**src/rtl/srtx_pkg.sv**
```systemverilog
// Shared types and constants for the signed integer to radix text block.
package srtx_pkg;

  // Input word and configuration port geometry
  localparam int unsigned VAL_W        = 32;
  localparam int unsigned CFG_WORDS    = 8;
  localparam int unsigned CFG_WORD_W   = $clog2(CFG_WORDS);
  localparam int unsigned CFG_IDX_W    = 4;
  localparam int unsigned CFG_DATA_W   = 64;
  localparam int unsigned CHAR_W       = 8;

  // Alphabet storage: eight bytes per configuration word
  localparam int unsigned SYM_CAP      = 64;
  localparam int unsigned SYM_IDX_W    = $clog2(SYM_CAP);
  localparam int unsigned MAX_SYMBOLS_DEF = 64;

  // Divider: quotient bits resolved per cycle and cycles per digit
  localparam int unsigned BITS_PER_CYC = 8;
  localparam int unsigned DIV_CYCLES   = VAL_W / BITS_PER_CYC;
  localparam int unsigned STEP_W       = $clog2(DIV_CYCLES);

  // Digit buffer: radix 2 on magnitude 2^31 gives the most digits
  localparam int unsigned DIG_BUF      = VAL_W;
  localparam int unsigned BUF_W        = $clog2(DIG_BUF);

  // Character codes
  localparam logic [CHAR_W-1:0] MINUS_CHAR = 8'h2D;
  localparam logic [CHAR_W-1:0] PLUS_CHAR  = 8'h2B;
  localparam logic [CHAR_W-1:0] SPACE_CHAR = 8'h20;
  localparam logic [CHAR_W-1:0] DEL_CHAR   = 8'h7F;

  typedef enum logic [1:0] {
    ST_IDLE,
    ST_DIVIDE,
    ST_SIGN,
    ST_EMIT
  } ctrl_state_e;

  // Controller to datapath
  typedef struct packed {
    logic load;
    logic div_step;
    logic put_sign;
    logic put_digit;
  } ctrl_cmd_t;

  // Datapath to controller
  typedef struct packed {
    logic neg;
    logic digit_done;
    logic quot_zero;
    logic out_free;
    logic last_digit;
  } dp_sts_t;

  // Alphabet checker to controller
  typedef struct packed {
    logic busy;
    logic ok;
  } alpha_sts_t;

endpackage

```
**src/rtl/srtx_alpha.sv**
```systemverilog
// Alphabet registers, symbol lookup and alphabet validity scan.
module srtx_alpha import srtx_pkg::*; #(
  parameter int unsigned MAX_SYMBOLS = MAX_SYMBOLS_DEF,
  localparam int unsigned RADIX_W = $clog2(MAX_SYMBOLS + 1)
) (
  input  logic                  clk_i,
  input  logic                  rst_ni,
  input  logic                  cfg_valid_i,
  input  logic [CFG_IDX_W-1:0]  cfg_index_i,
  input  logic [CFG_DATA_W-1:0] cfg_data_i,
  input  logic [SYM_IDX_W-1:0]  sym_idx_i,
  output logic [CHAR_W-1:0]     sym_o,
  output logic [RADIX_W-1:0]    radix_o,
  output alpha_sts_t            sts_o
);

  logic [CFG_DATA_W-1:0] cfg_q [CFG_WORDS];
  logic [CHAR_W-1:0]     sym [SYM_CAP];

  logic               busy_q;
  logic               bad_q;
  logic               ok_q;
  logic [RADIX_W-1:0] idx_q;
  logic [RADIX_W-1:0] len_q;

  logic [CHAR_W-1:0]  cur;
  logic               at_end;
  logic               dup;
  logic               bad_now;

  always_comb begin
    for (int w = 0; w < CFG_WORDS; w++) begin
      for (int b = 0; b < CFG_DATA_W / CHAR_W; b++) begin
        sym[w * (CFG_DATA_W / CHAR_W) + b] = cfg_q[w][b * CHAR_W +: CHAR_W];
      end
    end
  end

  assign sym_o = sym[sym_idx_i];

  // Scan one symbol per cycle; compare it with every earlier symbol
  assign cur    = sym[SYM_IDX_W'(idx_q)];
  assign at_end = (idx_q == RADIX_W'(MAX_SYMBOLS)) || (cur == '0);

  always_comb begin
    dup = 1'b0;
    for (int j = 0; j < MAX_SYMBOLS; j++) begin
      if ((RADIX_W'(j) < idx_q) && (sym[j] == cur)) begin
        dup = 1'b1;
      end
    end
  end

  assign bad_now = dup || (cur == MINUS_CHAR) || (cur == PLUS_CHAR) ||
                   (cur <= SPACE_CHAR) || (cur == DEL_CHAR);

  always_ff @(posedge clk_i or negedge rst_ni) begin
    if (!rst_ni) begin
      for (int w = 0; w < CFG_WORDS; w++) begin
        cfg_q[w] <= '0;
      end
    end else if (cfg_valid_i && (cfg_index_i < CFG_IDX_W'(CFG_WORDS))) begin
      cfg_q[cfg_index_i[CFG_WORD_W-1:0]] <= cfg_data_i;
    end
  end

  always_ff @(posedge clk_i or negedge rst_ni) begin
    if (!rst_ni) begin
      busy_q <= 1'b0;
      bad_q  <= 1'b0;
      ok_q   <= 1'b0;
      idx_q  <= '0;
      len_q  <= '0;
    end else if (cfg_valid_i) begin
      busy_q <= 1'b1;
      bad_q  <= 1'b0;
      idx_q  <= '0;
    end else if (busy_q) begin
      if (at_end) begin
        busy_q <= 1'b0;
        ok_q   <= !bad_q && (idx_q >= RADIX_W'(2));
        len_q  <= idx_q;
      end else begin
        idx_q <= idx_q + RADIX_W'(1);
        bad_q <= bad_q || bad_now;
      end
    end
  end

  assign radix_o    = len_q;
  assign sts_o.busy = busy_q;
  assign sts_o.ok   = ok_q;

endmodule

```
**src/rtl/srtx_dpath.sv**
```systemverilog
// Datapath: magnitude, digit divider, digit buffer and output register.
module srtx_dpath import srtx_pkg::*; #(
  parameter int unsigned MAX_SYMBOLS = MAX_SYMBOLS_DEF,
  localparam int unsigned RADIX_W = $clog2(MAX_SYMBOLS + 1)
) (
  input  logic                 clk_i,
  input  logic                 rst_ni,
  input  ctrl_cmd_t            cmd_i,
  output dp_sts_t              sts_o,
  input  logic signed [VAL_W-1:0] value_i,
  input  logic [RADIX_W-1:0]   radix_i,
  output logic [SYM_IDX_W-1:0] sym_idx_o,
  input  logic [CHAR_W-1:0]    sym_i,
  input  logic                 out_stall_i,
  output logic                 out_valid_o,
  output logic [CHAR_W-1:0]    character_o,
  output logic                 last_o
);

  localparam int unsigned DIG_W = $clog2(MAX_SYMBOLS);
  localparam int unsigned T_W   = DIG_W + 1;

  logic [VAL_W-1:0]  q_q;
  logic [DIG_W-1:0]  rem_q;
  logic              neg_q;
  logic [STEP_W-1:0] step_q;
  logic [BUF_W-1:0]  wr_q;
  logic [BUF_W-1:0]  rd_q;
  logic [DIG_W-1:0]  dig_q [DIG_BUF];
  logic              out_valid_q;
  logic [CHAR_W-1:0] char_q;
  logic              last_q;

  logic [VAL_W-1:0]  mag;
  logic [VAL_W-1:0]  quot;
  logic [DIG_W-1:0]  rem_w;
  logic [T_W-1:0]    trial;
  logic              digit_done;
  logic              out_free;

  assign mag = value_i[VAL_W-1] ? (VAL_W'(0) - $unsigned(value_i)) : $unsigned(value_i);

  // Restoring division, BITS_PER_CYC quotient bits per cycle
  always_comb begin
    rem_w = (step_q == '0) ? '0 : rem_q;
    quot  = q_q;
    trial = '0;
    for (int k = 0; k < BITS_PER_CYC; k++) begin
      trial = {rem_w, quot[VAL_W-1]};
      quot  = {quot[VAL_W-2:0], 1'b0};
      if (trial >= T_W'(radix_i)) begin
        trial   = trial - T_W'(radix_i);
        quot[0] = 1'b1;
      end
      rem_w = trial[DIG_W-1:0];
    end
  end

  assign digit_done = (step_q == STEP_W'(DIV_CYCLES - 1));
  assign out_free   = !out_valid_q || !out_stall_i;

  always_ff @(posedge clk_i or negedge rst_ni) begin
    if (!rst_ni) begin
      step_q      <= '0;
      wr_q        <= '0;
      rd_q        <= '0;
      neg_q       <= 1'b0;
      out_valid_q <= 1'b0;
    end else begin
      if (cmd_i.load) begin
        step_q <= '0;
        wr_q   <= '0;
        neg_q  <= value_i[VAL_W-1];
      end else if (cmd_i.div_step) begin
        step_q <= step_q + STEP_W'(1);
        if (digit_done) begin
          rd_q <= wr_q;
          wr_q <= wr_q + BUF_W'(1);
        end
      end else if (cmd_i.put_digit) begin
        rd_q <= rd_q - BUF_W'(1);
      end

      if (cmd_i.put_sign || cmd_i.put_digit) begin
        out_valid_q <= 1'b1;
      end else if (!out_stall_i) begin
        out_valid_q <= 1'b0;
      end
    end
  end

  always_ff @(posedge clk_i) begin
    if (cmd_i.load) begin
      q_q <= mag;
    end else if (cmd_i.div_step) begin
      q_q   <= quot;
      rem_q <= rem_w;
      if (digit_done) begin
        dig_q[wr_q] <= rem_w;
      end
    end

    if (cmd_i.put_sign) begin
      char_q <= MINUS_CHAR;
      last_q <= 1'b0;
    end else if (cmd_i.put_digit) begin
      char_q <= sym_i;
      last_q <= (rd_q == '0);
    end
  end

  assign sym_idx_o = SYM_IDX_W'(dig_q[rd_q]);

  assign sts_o.neg        = neg_q;
  assign sts_o.digit_done = digit_done;
  assign sts_o.quot_zero  = (quot == '0);
  assign sts_o.out_free   = out_free;
  assign sts_o.last_digit = (rd_q == '0);

  assign out_valid_o = out_valid_q;
  assign character_o = char_q;
  assign last_o      = last_q;

endmodule

```
**src/rtl/srtx_ctrl.sv**
```systemverilog
// Controller state machine: accept, divide, sign and digit emission.
module srtx_ctrl import srtx_pkg::*; (
  input  logic       clk_i,
  input  logic       rst_ni,
  input  logic       in_valid_i,
  output logic       in_stall_o,
  input  alpha_sts_t alpha_i,
  input  dp_sts_t    dp_i,
  output ctrl_cmd_t  cmd_o
);

  ctrl_state_e state_q, state_d;
  logic        accept;

  assign in_stall_o = (state_q != ST_IDLE) || alpha_i.busy;
  assign accept     = in_valid_i && !in_stall_o;

  always_ff @(posedge clk_i or negedge rst_ni) begin
    if (!rst_ni) begin
      state_q <= ST_IDLE;
    end else begin
      state_q <= state_d;
    end
  end

  always_comb begin
    state_d = state_q;
    unique case (state_q)
      ST_IDLE: begin
        if (accept && alpha_i.ok) state_d = ST_DIVIDE;
      end
      ST_DIVIDE: begin
        if (dp_i.digit_done && dp_i.quot_zero) begin
          state_d = dp_i.neg ? ST_SIGN : ST_EMIT;
        end
      end
      ST_SIGN: begin
        if (dp_i.out_free) state_d = ST_EMIT;
      end
      ST_EMIT: begin
        if (dp_i.out_free && dp_i.last_digit) state_d = ST_IDLE;
      end
      default: state_d = ST_IDLE;
    endcase
  end

  always_comb begin
    cmd_o = '0;
    unique case (state_q)
      ST_IDLE:   cmd_o.load      = accept && alpha_i.ok;
      ST_DIVIDE: cmd_o.div_step  = 1'b1;
      ST_SIGN:   cmd_o.put_sign  = dp_i.out_free;
      ST_EMIT:   cmd_o.put_digit = dp_i.out_free;
      default:   cmd_o = '0;
    endcase
  end

endmodule

```
**src/rtl/signed_int_to_radix_text.sv**
```systemverilog
// Top level: signed 32-bit value to text in a configurable radix alphabet.
//
//   channel | direction | handshake             | payload
//   --------+-----------+-----------------------+------------------------------
//   in      | to block  | in_valid_i/in_stall_o | value_i
//   out     | from block| out_valid_o/out_stall_i| character_o, last_o
//   cfg     | to block  | cfg_valid_i/cfg_ready_o| cfg_index_i, cfg_data_i
//
// Each digit is resolved by the shared restoring divider (8 quotient bits
// per cycle), then every character (sign first, then digits) goes through
// the output register. An item is dropped when the alphabet is invalid.
// A configuration write starts an alphabet scan of up to MAX_SYMBOLS
// symbols, one symbol per cycle; input is stalled until it finishes.
// Reset clears all alphabet words, which leaves an invalid alphabet.
// An output stall holds the character register and the emission counter.
module signed_int_to_radix_text import srtx_pkg::*; #(
  parameter int unsigned MAX_SYMBOLS = MAX_SYMBOLS_DEF
) (
  input  logic                    clk_i,
  input  logic                    rst_ni,
  // item input
  input  logic                    in_valid_i,
  output logic                    in_stall_o,
  input  logic signed [VAL_W-1:0] value_i,
  // character output
  output logic                    out_valid_o,
  input  logic                    out_stall_i,
  output logic [CHAR_W-1:0]       character_o,
  output logic                    last_o,
  // configuration writes
  input  logic                    cfg_valid_i,
  output logic                    cfg_ready_o,
  input  logic [CFG_IDX_W-1:0]    cfg_index_i,
  input  logic [CFG_DATA_W-1:0]   cfg_data_i
);

  localparam int unsigned RADIX_W = $clog2(MAX_SYMBOLS + 1);

  alpha_sts_t           alpha_sts;
  dp_sts_t              dp_sts;
  ctrl_cmd_t            cmd;
  logic [RADIX_W-1:0]   radix;
  logic [SYM_IDX_W-1:0] sym_idx;
  logic [CHAR_W-1:0]    sym;

  // Take every configuration word at once; the user must make writes only while idle, the block has no check for it
  assign cfg_ready_o = 1'b1;

  // Alphabet words, validity scan and the symbol lookup for emission
  srtx_alpha #(
    .MAX_SYMBOLS(MAX_SYMBOLS)
  ) u_alpha (
    .clk_i       (clk_i),
    .rst_ni      (rst_ni),
    .cfg_valid_i (cfg_valid_i && cfg_ready_o),
    .cfg_index_i (cfg_index_i),
    .cfg_data_i  (cfg_data_i),
    .sym_idx_i   (sym_idx),
    .sym_o       (sym),
    .radix_o     (radix),
    .sts_o       (alpha_sts)
  );

  // Sequence the item: hold input while busy, step the divider, emit text
  srtx_ctrl u_ctrl (
    .clk_i      (clk_i),
    .rst_ni     (rst_ni),
    .in_valid_i (in_valid_i),
    .in_stall_o (in_stall_o),
    .alpha_i    (alpha_sts),
    .dp_i       (dp_sts),
    .cmd_o      (cmd)
  );

  // Divider, digit buffer (least significant digit written first, read back
  // from the top) and the output register
  srtx_dpath #(
    .MAX_SYMBOLS(MAX_SYMBOLS)
  ) u_dpath (
    .clk_i       (clk_i),
    .rst_ni      (rst_ni),
    .cmd_i       (cmd),
    .sts_o       (dp_sts),
    .value_i     (value_i),
    .radix_i     (radix),
    .sym_idx_o   (sym_idx),
    .sym_i       (sym),
    .out_stall_i (out_stall_i),
    .out_valid_o (out_valid_o),
    .character_o (character_o),
    .last_o      (last_o)
  );

  // A write must restart the alphabet scan on the next cycle
  a_cfg_starts_scan: assert property (@(posedge clk_i) disable iff (!rst_ni)
    cfg_valid_i && cfg_ready_o |=> alpha_sts.busy)
    else $error("alphabet scan not started after configuration write");

  // No item may enter while the alphabet is being scanned
  a_scan_stalls_input: assert property (@(posedge clk_i) disable iff (!rst_ni)
    alpha_sts.busy |-> in_stall_o)
    else $error("input open during alphabet scan");

  // A valid alphabet always gives a usable radix
  a_radix_min: assert property (@(posedge clk_i) disable iff (!rst_ni)
    alpha_sts.ok && !alpha_sts.busy |-> radix >= RADIX_W'(2))
    else $error("valid alphabet with radix below two");

  // At most one datapath command per cycle
  a_cmd_onehot: assert property (@(posedge clk_i) disable iff (!rst_ni)
    $onehot0({cmd.load, cmd.div_step, cmd.put_sign, cmd.put_digit}))
    else $error("conflicting datapath commands");

endmodule
```
**config.mk**
```make
export PLATFORM = sky130hd
export DESIGN_NAME = signed_int_to_radix_text
export DESIGN_NICKNAME = d
export VERILOG_FILES = /design/src/rtl/srtx_pkg.sv /design/src/rtl/srtx_alpha.sv /design/src/rtl/srtx_dpath.sv /design/src/rtl/srtx_ctrl.sv /design/src/rtl/signed_int_to_radix_text.sv
export SDC_FILE = /design/constraint.sdc
export NUM_CORES = 2
export LEC_CHECK = 0
export ABC_CLOCK_PERIOD_IN_PS = 23800
export BUFFER_PORTS_ARGS = -buffer_cell sky130_fd_sc_hd__buf_2
export CAP_MARGIN = 20
export CORE_MARGIN = 2
export CORE_UTILIZATION = 45
export DETAILED_ROUTE_END_ITERATION = 16
export MAX_ROUTING_LAYER = met4
export PLACE_DENSITY = 0.65
export SYNTH_ARGS = -nofsm -noshare
export SYNTH_HDL_FRONTEND = slang
export SYNTH_SLANG_ARGS = --single-unit
```
**constraint.sdc**
```tcl
create_clock -name clk_i -period 23.8 [get_ports clk_i]
set_input_delay 2.38 -clock clk_i [delete_from_list [all_inputs] [get_ports clk_i]]
set_output_delay 2.38 -clock clk_i [all_outputs]
set_load 0.01 [all_outputs]
```
After elaboration in Yosys (flattened, before gate mapping)

Memories as Yosys holds them, arrays and structs flattened.
Index checks and enable logic that the tools add are counted.

Register bits after elaboration: 592
RAM bits: 192
Memories: 1
Input bits: 105
Logic and storage cells: 426
Output and inout bits: 12

Multiplexer cells: 126
Order comparisons: 79
Reduce and logical (&&, ||, !) cells: 100
Bitwise logic cells: 5
Equal/unequal tests: 79
Add/subtract/negate cells: 13

Memory list:

| memory        | words | bits a word | read ports | clocked after memory_dff | wr ports | line             | RTL |
|---|---|---|---|---|---|---|---|
| u_dpath.dig_q | 32    | 6           | 1          | 0                        | 1        | srtx_dpath.sv:29 | `logic [DIG_W-1:0] dig_q [DIG_BUF];` |

Operators with widths:

| cell                                                                | count |
|---|---|
| 512-bit bitwise mux                                                 | 1 |
| 8-bit == test                                                       | 64 |
| 6-bit by 7-bit < comparator with 1-bit output, first input constant | 32 |
| 64-bit demux with 3-bit select                                      | 1 |
| 5-bit by 7-bit < comparator with 1-bit output, first input constant | 16 |
| 8-bit binary-select mux with 6-bit select                           | 2 |
| 32-bit two-way mux                                                  | 3 |
| 1-bit two-way mux                                                   | 89 |
| 1-bit logical AND                                                   | 71 |
| 64-bit two-way mux                                                  | 1 |
| 7-bit greater-or-equal comparator                                   | 8 |
| 4-bit by 7-bit < comparator with 1-bit output, first input constant | 8 |
| 6-bit two-way mux                                                   | 9 |
| 6-bit subtractor                                                    | 8 |
| 32-bit logical NOT                                                  | 1 |
| 8-bit two-way mux                                                   | 4 |
| 1-bit by 32-bit subtractor with 32-bit output, first input constant | 1 |
| 5-bit two-way mux                                                   | 6 |
| 3-bit by 7-bit < comparator with 1-bit output, first input constant | 4 |
| 7-bit two-way mux                                                   | 3 |
| 8-bit by 6-bit == test with 1-bit output, second input constant     | 2 |
| 7-bit greater-or-equal comparator, second input constant            | 2 |
| 1-bit by 7-bit < comparator with 1-bit output, first input constant | 2 |
| 2-bit by 7-bit < comparator with 1-bit output, first input constant | 2 |
| other kinds (29)                                                    | 62 |

Logic depth before layout (Yosys ltp)

Word-level depth: 78
Mapped depth: 90
Mapped depth without buffers: 85

By module

A second synthesis with hierarchy kept.

Cells, all modules: 3,732
Area total of the unflattened synthesis: 48,630.4 um2

Modules (own cells, without submodules):

| module                   | area an instance (um2) | seq. area each (um2) | cells each | instances |
|---|---|---|---|---|
| srtx_alpha               | 34,734.6               | 13,237.7             | 2,640      | 1 |
| srtx_dpath               | 13,658.1               | 7,437.1              | 1,065      | 1 |
| srtx_ctrl                | 226.5                  | 50.0                 | 25         | 1 |
| signed_int_to_radix_text | 11.3                   | 0.0                  | 2          | 1 |

Worst setup path after synthesis

OpenSTA, ideal clock, no wires.

Kind: reg2reg
From: reg u_alpha.len_q[1] (netlist: u_alpha.radix_o[1])
To: mem u_dpath.dig_q[0][1] in the netlist's numbering (data pin)
Data arrival time: 16,549 ps
Setup time: 391 ps
Buffers on the path: 6
Cell stages (with the launch flop): 83
Period minus slack after synthesis: 16,939 ps
Path slack: 6,861 ps
Data required time: 23,409 ps
Path through: dfrtp_1 -> inv_1 -> ha_1 -> nor2b_1 -> o21ai_0 -> a21boi_0 -> o21ai_0 -> a21boi_0 -> o31a_1 -> nor2_1 -> mux2_2 -> inv_1 -> ha_1 -> nor2b_1 -> o21ai_0 -> a21boi_0 -> o21ai_0 -> a21boi_0 -> [... 47 more ...] -> a21boi_0 -> o21ai_0 -> nand2b_1 -> a211o_1 -> a21o_1 -> clkbuf_1 -> o21ai_0 -> inv_1 -> ha_1 -> nor2b_1 -> o21ai_0 -> a21boi_0 -> o21ai_0 -> nand2b_1 -> a211o_1 -> a21o_1 -> clkbuf_1 -> mux2i_1

Cells in the longest elaborated chain, start to end: 16
Elaborated cells between the ends (all ways): 24
Classes of those cells: 8 x add/sub; 8 x order compare; 8 x mux

RTL lines:

| element                                                               | line                               | RTL |
|---|---|---|
| start, declared                                                       | srtx_alpha.sv:24                   | `logic [RADIX_W-1:0] len_q;` |
| start signal, assigned                                                | srtx_alpha.sv:82                   | `len_q <= idx_q;` |
| 6-bit subtractor or 7-bit greater-or-equal comparator (tied branches) | srtx_dpath.sv:52, srtx_dpath.sv:51 |  |
| 6-bit two-way mux                                                     | srtx_dpath.sv:51                   | `if (trial >= T_W'(radix_i)) begin` |
| 6-bit subtractor or 7-bit greater-or-equal comparator (tied branches) | srtx_dpath.sv:52, srtx_dpath.sv:51 |  |
| 6-bit two-way mux                                                     | srtx_dpath.sv:51                   |  |
| 6-bit subtractor or 7-bit greater-or-equal comparator (tied branches) | srtx_dpath.sv:52, srtx_dpath.sv:51 |  |
| 6-bit two-way mux                                                     | srtx_dpath.sv:51                   |  |
| 6-bit subtractor or 7-bit greater-or-equal comparator (tied branches) | srtx_dpath.sv:52, srtx_dpath.sv:51 |  |
| 6-bit two-way mux                                                     | srtx_dpath.sv:51                   |  |
| 6-bit subtractor or 7-bit greater-or-equal comparator (tied branches) | srtx_dpath.sv:52, srtx_dpath.sv:51 |  |
| 6-bit two-way mux                                                     | srtx_dpath.sv:51                   |  |
| 7-bit greater-or-equal comparator or 6-bit subtractor (tied branches) | srtx_dpath.sv:51, srtx_dpath.sv:52 |  |
| 6-bit two-way mux                                                     | srtx_dpath.sv:51                   |  |
| 7-bit greater-or-equal comparator or 6-bit subtractor (tied branches) | srtx_dpath.sv:51, srtx_dpath.sv:52 |  |
| 6-bit two-way mux                                                     | srtx_dpath.sv:51                   |  |
| 6-bit subtractor or 7-bit greater-or-equal comparator (tied branches) | srtx_dpath.sv:52, srtx_dpath.sv:51 |  |
| 6-bit two-way mux (*)                                                 | srtx_dpath.sv:51                   |  |
| via u_dpath.trial[1]                                                  | srtx_dpath.sv:37                   | `logic [T_W-1:0] trial;` |
| end, declared                                                         | srtx_dpath.sv:29                   |  |

Mark *: on every way through the listed nets, which the timed path passes. The rest lies on a longest branch.

Worst setup path in the final report

From: reg u_alpha.len_q[1] (netlist: u_alpha.radix_o[1])
To: reg u_ctrl.state_q[0]

Cells in the longest elaborated chain, start to end: 20
Elaborated cells between the ends (all ways): 34
Classes of those cells: 7 x add/sub; 8 x order compare; 1 x eq/ne; 15 x mux; 3 x reduce/logical

RTL lines:

| element                                                               | line                               | RTL |
|---|---|---|
| 6-bit subtractor or 7-bit greater-or-equal comparator (tied branches) | srtx_dpath.sv:52, srtx_dpath.sv:51 |  |
| 6-bit two-way mux                                                     | srtx_dpath.sv:51                   |  |
| 6-bit subtractor or 7-bit greater-or-equal comparator (tied branches) | srtx_dpath.sv:52, srtx_dpath.sv:51 |  |
| 6-bit two-way mux                                                     | srtx_dpath.sv:51                   |  |
| 6-bit subtractor or 7-bit greater-or-equal comparator (tied branches) | srtx_dpath.sv:52, srtx_dpath.sv:51 |  |
| 6-bit two-way mux                                                     | srtx_dpath.sv:51                   |  |
| 6-bit subtractor or 7-bit greater-or-equal comparator (tied branches) | srtx_dpath.sv:52, srtx_dpath.sv:51 |  |
| 6-bit two-way mux                                                     | srtx_dpath.sv:51                   |  |
| [... 4 more ...]                                                      | -                                  |  |
| 6-bit subtractor or 7-bit greater-or-equal comparator (tied branches) | srtx_dpath.sv:52, srtx_dpath.sv:51 |  |
| 6-bit two-way mux                                                     | srtx_dpath.sv:51                   |  |
| 7-bit greater-or-equal comparator                                     | srtx_dpath.sv:51                   |  |
| 1-bit two-way mux                                                     | srtx_dpath.sv:51                   |  |
| 32-bit logical NOT (*)                                                | srtx_dpath.sv:116                  | `assign sts_o.quot_zero = (quot == '0);` |
| 1-bit logical AND (*)                                                 | srtx_ctrl.sv:33                    | `if (dp_i.digit_done && dp_i.quot_zero) begin` |
| 2-bit by 1-bit inequality test with 1-bit output (no source line) (*) | -                                  |  |
| 4-bit AND reduction (no source line) (*)                              | -                                  |  |
| end signal, assigned                                                  | srtx_ctrl.sv:22                    | `state_q <= state_d;` |
| end, declared                                                         | srtx_ctrl.sv:12                    | `ctrl_state_e state_q, state_d;` |

Every way passes the cells marked *; elsewhere a longest branch is shown, timed or not.
A chain may end at the register's enable or synchronous reset.

==> impl_metrics.py <==
metrics = {
    "status": {
        "outcome": "complete, but fails checks",
        "violations": "capacitance limit",
    },
    "routing": {
        "avgRoutedWirePerCell_um": 35.36,
        "ant_nets": 0,
        "avgViaCountPerCell": 6.625,
        "dr_total_vias": 36740,
        "drc_errors": 0,
        "finalWirelength_um": 196100,
        "routed-wl-met2_um": 84510,
        "drt_iter0_drc": 5002,
        "top_layer": "met4",
        "wl_met1_um": 80060,
        "wl_met3_um": 21220,
        "dr.pass1.iters": 6,
    },
    "global_route": {
        "grt_overflow_total": 0,
        "antenna_found_initial": 16,
        "grtUsageTotal_pct": 35.73,
        "grt_pass1_wl_um": 274700,
        "grt_pass1_vias": 34950,
        "grt_max_degree": 101,
    },
    "worst_setup_path": {
        "critPathCapture": "u_ctrl.state_q[0]",
        "ff2ff_setup_slack_ps": 3940,
        "cp_max_fo": 13,
        "crit_path_end_kind": "flip-flop",
        "start_kind": "flip-flop",
        "r2r_start": "u_alpha.radix_o[1]",
        "critPathKind": "flip-flop to flip-flop",
        "cp_common_cell": "o21ai_0",
        "rr_worst_depth": 77,
        "crit_slowest_cell": "nor2b_1",
        "crit_required_ps": 24410,
        "worstPathArrival_ps": 20460,
        "r2r_end": "u_ctrl.state_q[0]",
        "critPathMaxStageDelay_ps": 610,
        "worstSetupStartpoint": "u_alpha.radix_o[1]",
    },
    "layout": {
        "area_growth_pct": 9.686,
        "drive_gt1_share_pct": 29.12,
        "final_util_pct": 49.64,
        "nets": 4230,
    },
    "floorplanning": {
        "rows": 121,
        "io_pins": 117,
        "initial_core_util_pct": 45.26,
        "coreArea_sq_um": 108600,
        "die_w_um": 334.4,
        "die_area_sq_um": 111800,
        "fp.dieH_um": 334.4,
    },
    "timing": {
        "holdWs_ps": 481.5,
        "maxSlewViolCount": 0,
        "finalSetupTns_ps": 0,
        "hold_viol": 0,
        "slew_headroom_pct": 1.469,
        "rsz0062_at_grt": "no",
        "worst_slew_pin_slew_ps": 1464,
        "setup_viol": 0,
        "period_minus_slack_ps": 19860,
        "finalClockSkew_ps": 20.15,
        "fin_crit_sh_pct": 83.43,
        "fmax_ghz": 0.05036,
    },
    "logic_synthesis": {
        "synth_area_leader_cell": "dfrtp_1",
        "syn-num-nets": 4216,
        "ys_top_cells_by_area": "dfrtp_1, edfxtp_1, mux2_2",
        "netlist_instances": 4031,
        "async_reset_ff_share_pct": 69.52,
        "netlist_area_sq_um": 49130,
        "yosys_warnings": 0,
        "seq_area_frac_synth_pct": 42.19,
        "synth_edf_count": 230,
        "synth-seq-cells": 784,
        "synth.distinct_cells": 85,
        "yosysTopAreaCellShare_pct": 27.76,
        "ys.flop_type": "dfrtp_1",
        "syn_area_per_cell_sq_um": 12.19,
    },
    "clock_tree": {
        "cts_tree": "built",
        "cts_setup_buffers": 0,
        "holdBufCountCts": 0,
        "clock_latency_ps": 700,
        "root_buffer": "clkbuf_16",
        "clock_sinks": 784,
        "cts.repair.resized": 0,
        "cts-htree-levels": 3,
        "cts.clk_slew.worst_paths_ps": 70,
        "cts_buffers": 88,
        "clk_path_buf_depth": 3,
    },
    "min_path": {
        "holdCritPathClass": "flip-flop to flip-flop",
    },
    "job": {
        "drv_cap": 1,
    },
    "placement": {
        "globalplace.congestion": 1.136,
        "hpwl_um": 145200,
        "portBuffers": 115,
    },
}
[registers in the layout, summed over array words and instances (netlist names), 2 cells and up]
signal               cells
u_alpha.cfg_q          512
u_dpath.q_q             32
u_dpath.dig_q          192
u_alpha.idx_q            7
u_dpath.rem_q            6
u_dpath.character_o      8
u_dpath.rd_q             5
u_dpath.wr_q             5
u_alpha.radix_o          7
u_dpath.step_q           2
u_ctrl.state_q           2
[cell families (layout without fill, tap and decap cells)]
kind of cell / Yosys count / in the layout / share of synthesized area [%]
mux: 1025 / 1025 / 27.99
flops: 784 / 784 / 42.19
simple gates: 748 / 748 / 7.407
xor+xnor: 560 / 560 / 9.984
compound gates: 491 / 491 / 6.668
buf+inv: 342 / 432 / 3.601
fa+ha+maj: 80 / 80 / 2.160
other cells: 1 / 11 / 0.007633
[layout by cell type, fill, tap and decap left out, types with 60 or more instances in the layout]
master	instances
o21ai_0	108
mux4_2	221
edfxtp_1	230
mux2_2	578
inv_1	60
nor3_1	61
buf_4	80
a22oi_1	62
clkbuf_16	90
nor2_1	165
dfrtp_1	539
ha_1	72
buf_2	119
xor2_1	302
nand3_1	95
xnor2_1	258
a21oi_1	111
mux2i_1	225
nand2_1	193
[synth_stat cells (9+ instances only)]
cell type and number:
nor2b_1 34, nand3_1 96, a21boi_0 19, nand4_1 49, a21o_1 10, mux4_2 221
mux2i_1 226, buf_2 70, a21oi_1 113, a22oi_1 62, inv_1 60, a2111oi_0 9
mux2_2 578, dfxtp_1 9, a211oi_1 33, nor4_1 51, or4_1 14, xor2_1 302
buf_4 56, nor3_1 64, nor2_1 166, buf_6 22, a221oi_1 12, o211ai_1 17
or3_1 12, clkbuf_1 122, o21ai_0 108, nand2b_1 18, dfrtp_1 545, nand2_1 196
xnor2_1 258, a31oi_1 18, ha_1 72, edfxtp_1 230, o31ai_1 21
[worst min path at each step]
| stage | slack [ps] | to | cells past startpoint | startpoint |
|---|---|---|---|---|
| 2_1_floorplan | 440 | u_dpath.neg_q | 2 | u_dpath.neg_q |
| 3_3_place_gp | 460 | u_alpha.radix_o[4] | 2 | u_alpha.radix_o[4] |
| 3_5_place_dp | 470 | u_alpha.radix_o[5] | 2 | u_alpha.radix_o[5] |
| 4_1_cts | 490 | u_alpha.radix_o[5] | 2 | u_alpha.radix_o[5] |
| 5_1_grt | 520 | u_alpha.radix_o[4] | 2 | u_alpha.radix_o[4] |
| 6_report | 480 | u_alpha.radix_o[5] | 2 | u_alpha.radix_o[5] |
[routing by layer]
metal / up-vias / track usage, %
met2: 2231 / 51.02
met3: 443 / 9.640
met1: 19000 / 47.64
met4: 0 / 15.87
met5: - / -
li1: 15060 / -
[final cells by class]
class                           count  area [sq um]
Clock inverter                     56         656.9
Antenna cell                       10         25.02
Fill cell                        9586         54670
Tap cell                         1414          1769
Sequential cell                   784         20740
Timing Repair Buffer              204          1240
Clock buffer                      110          2417
Inverter                           62         232.7
Multi-Input combinational cell   2905         26800
[critical path, delay by kind of cell (launching register included)]
family          cells  cell delay, ps
compound gates     46           10590
fa+ha+maj           8            2460
buf+inv             3             740
flops               1             500
mux                 3            1290
simple gates       17            4110
[metrics by stage]
stage               std cells  area (sq um)  worst slack (ps)
floorplan                4031         49130              6861
global placement         5360         50730              4178
detailed placement       5362         50740              3937
CTS                      5528         53820              3840
global route             5543         53880              1811
finish                   5545         53880              3944
Power is left out: the tool's default activity adds up to more than one toggle a clock period on the data nets, which glitch-free logic cannot reach.
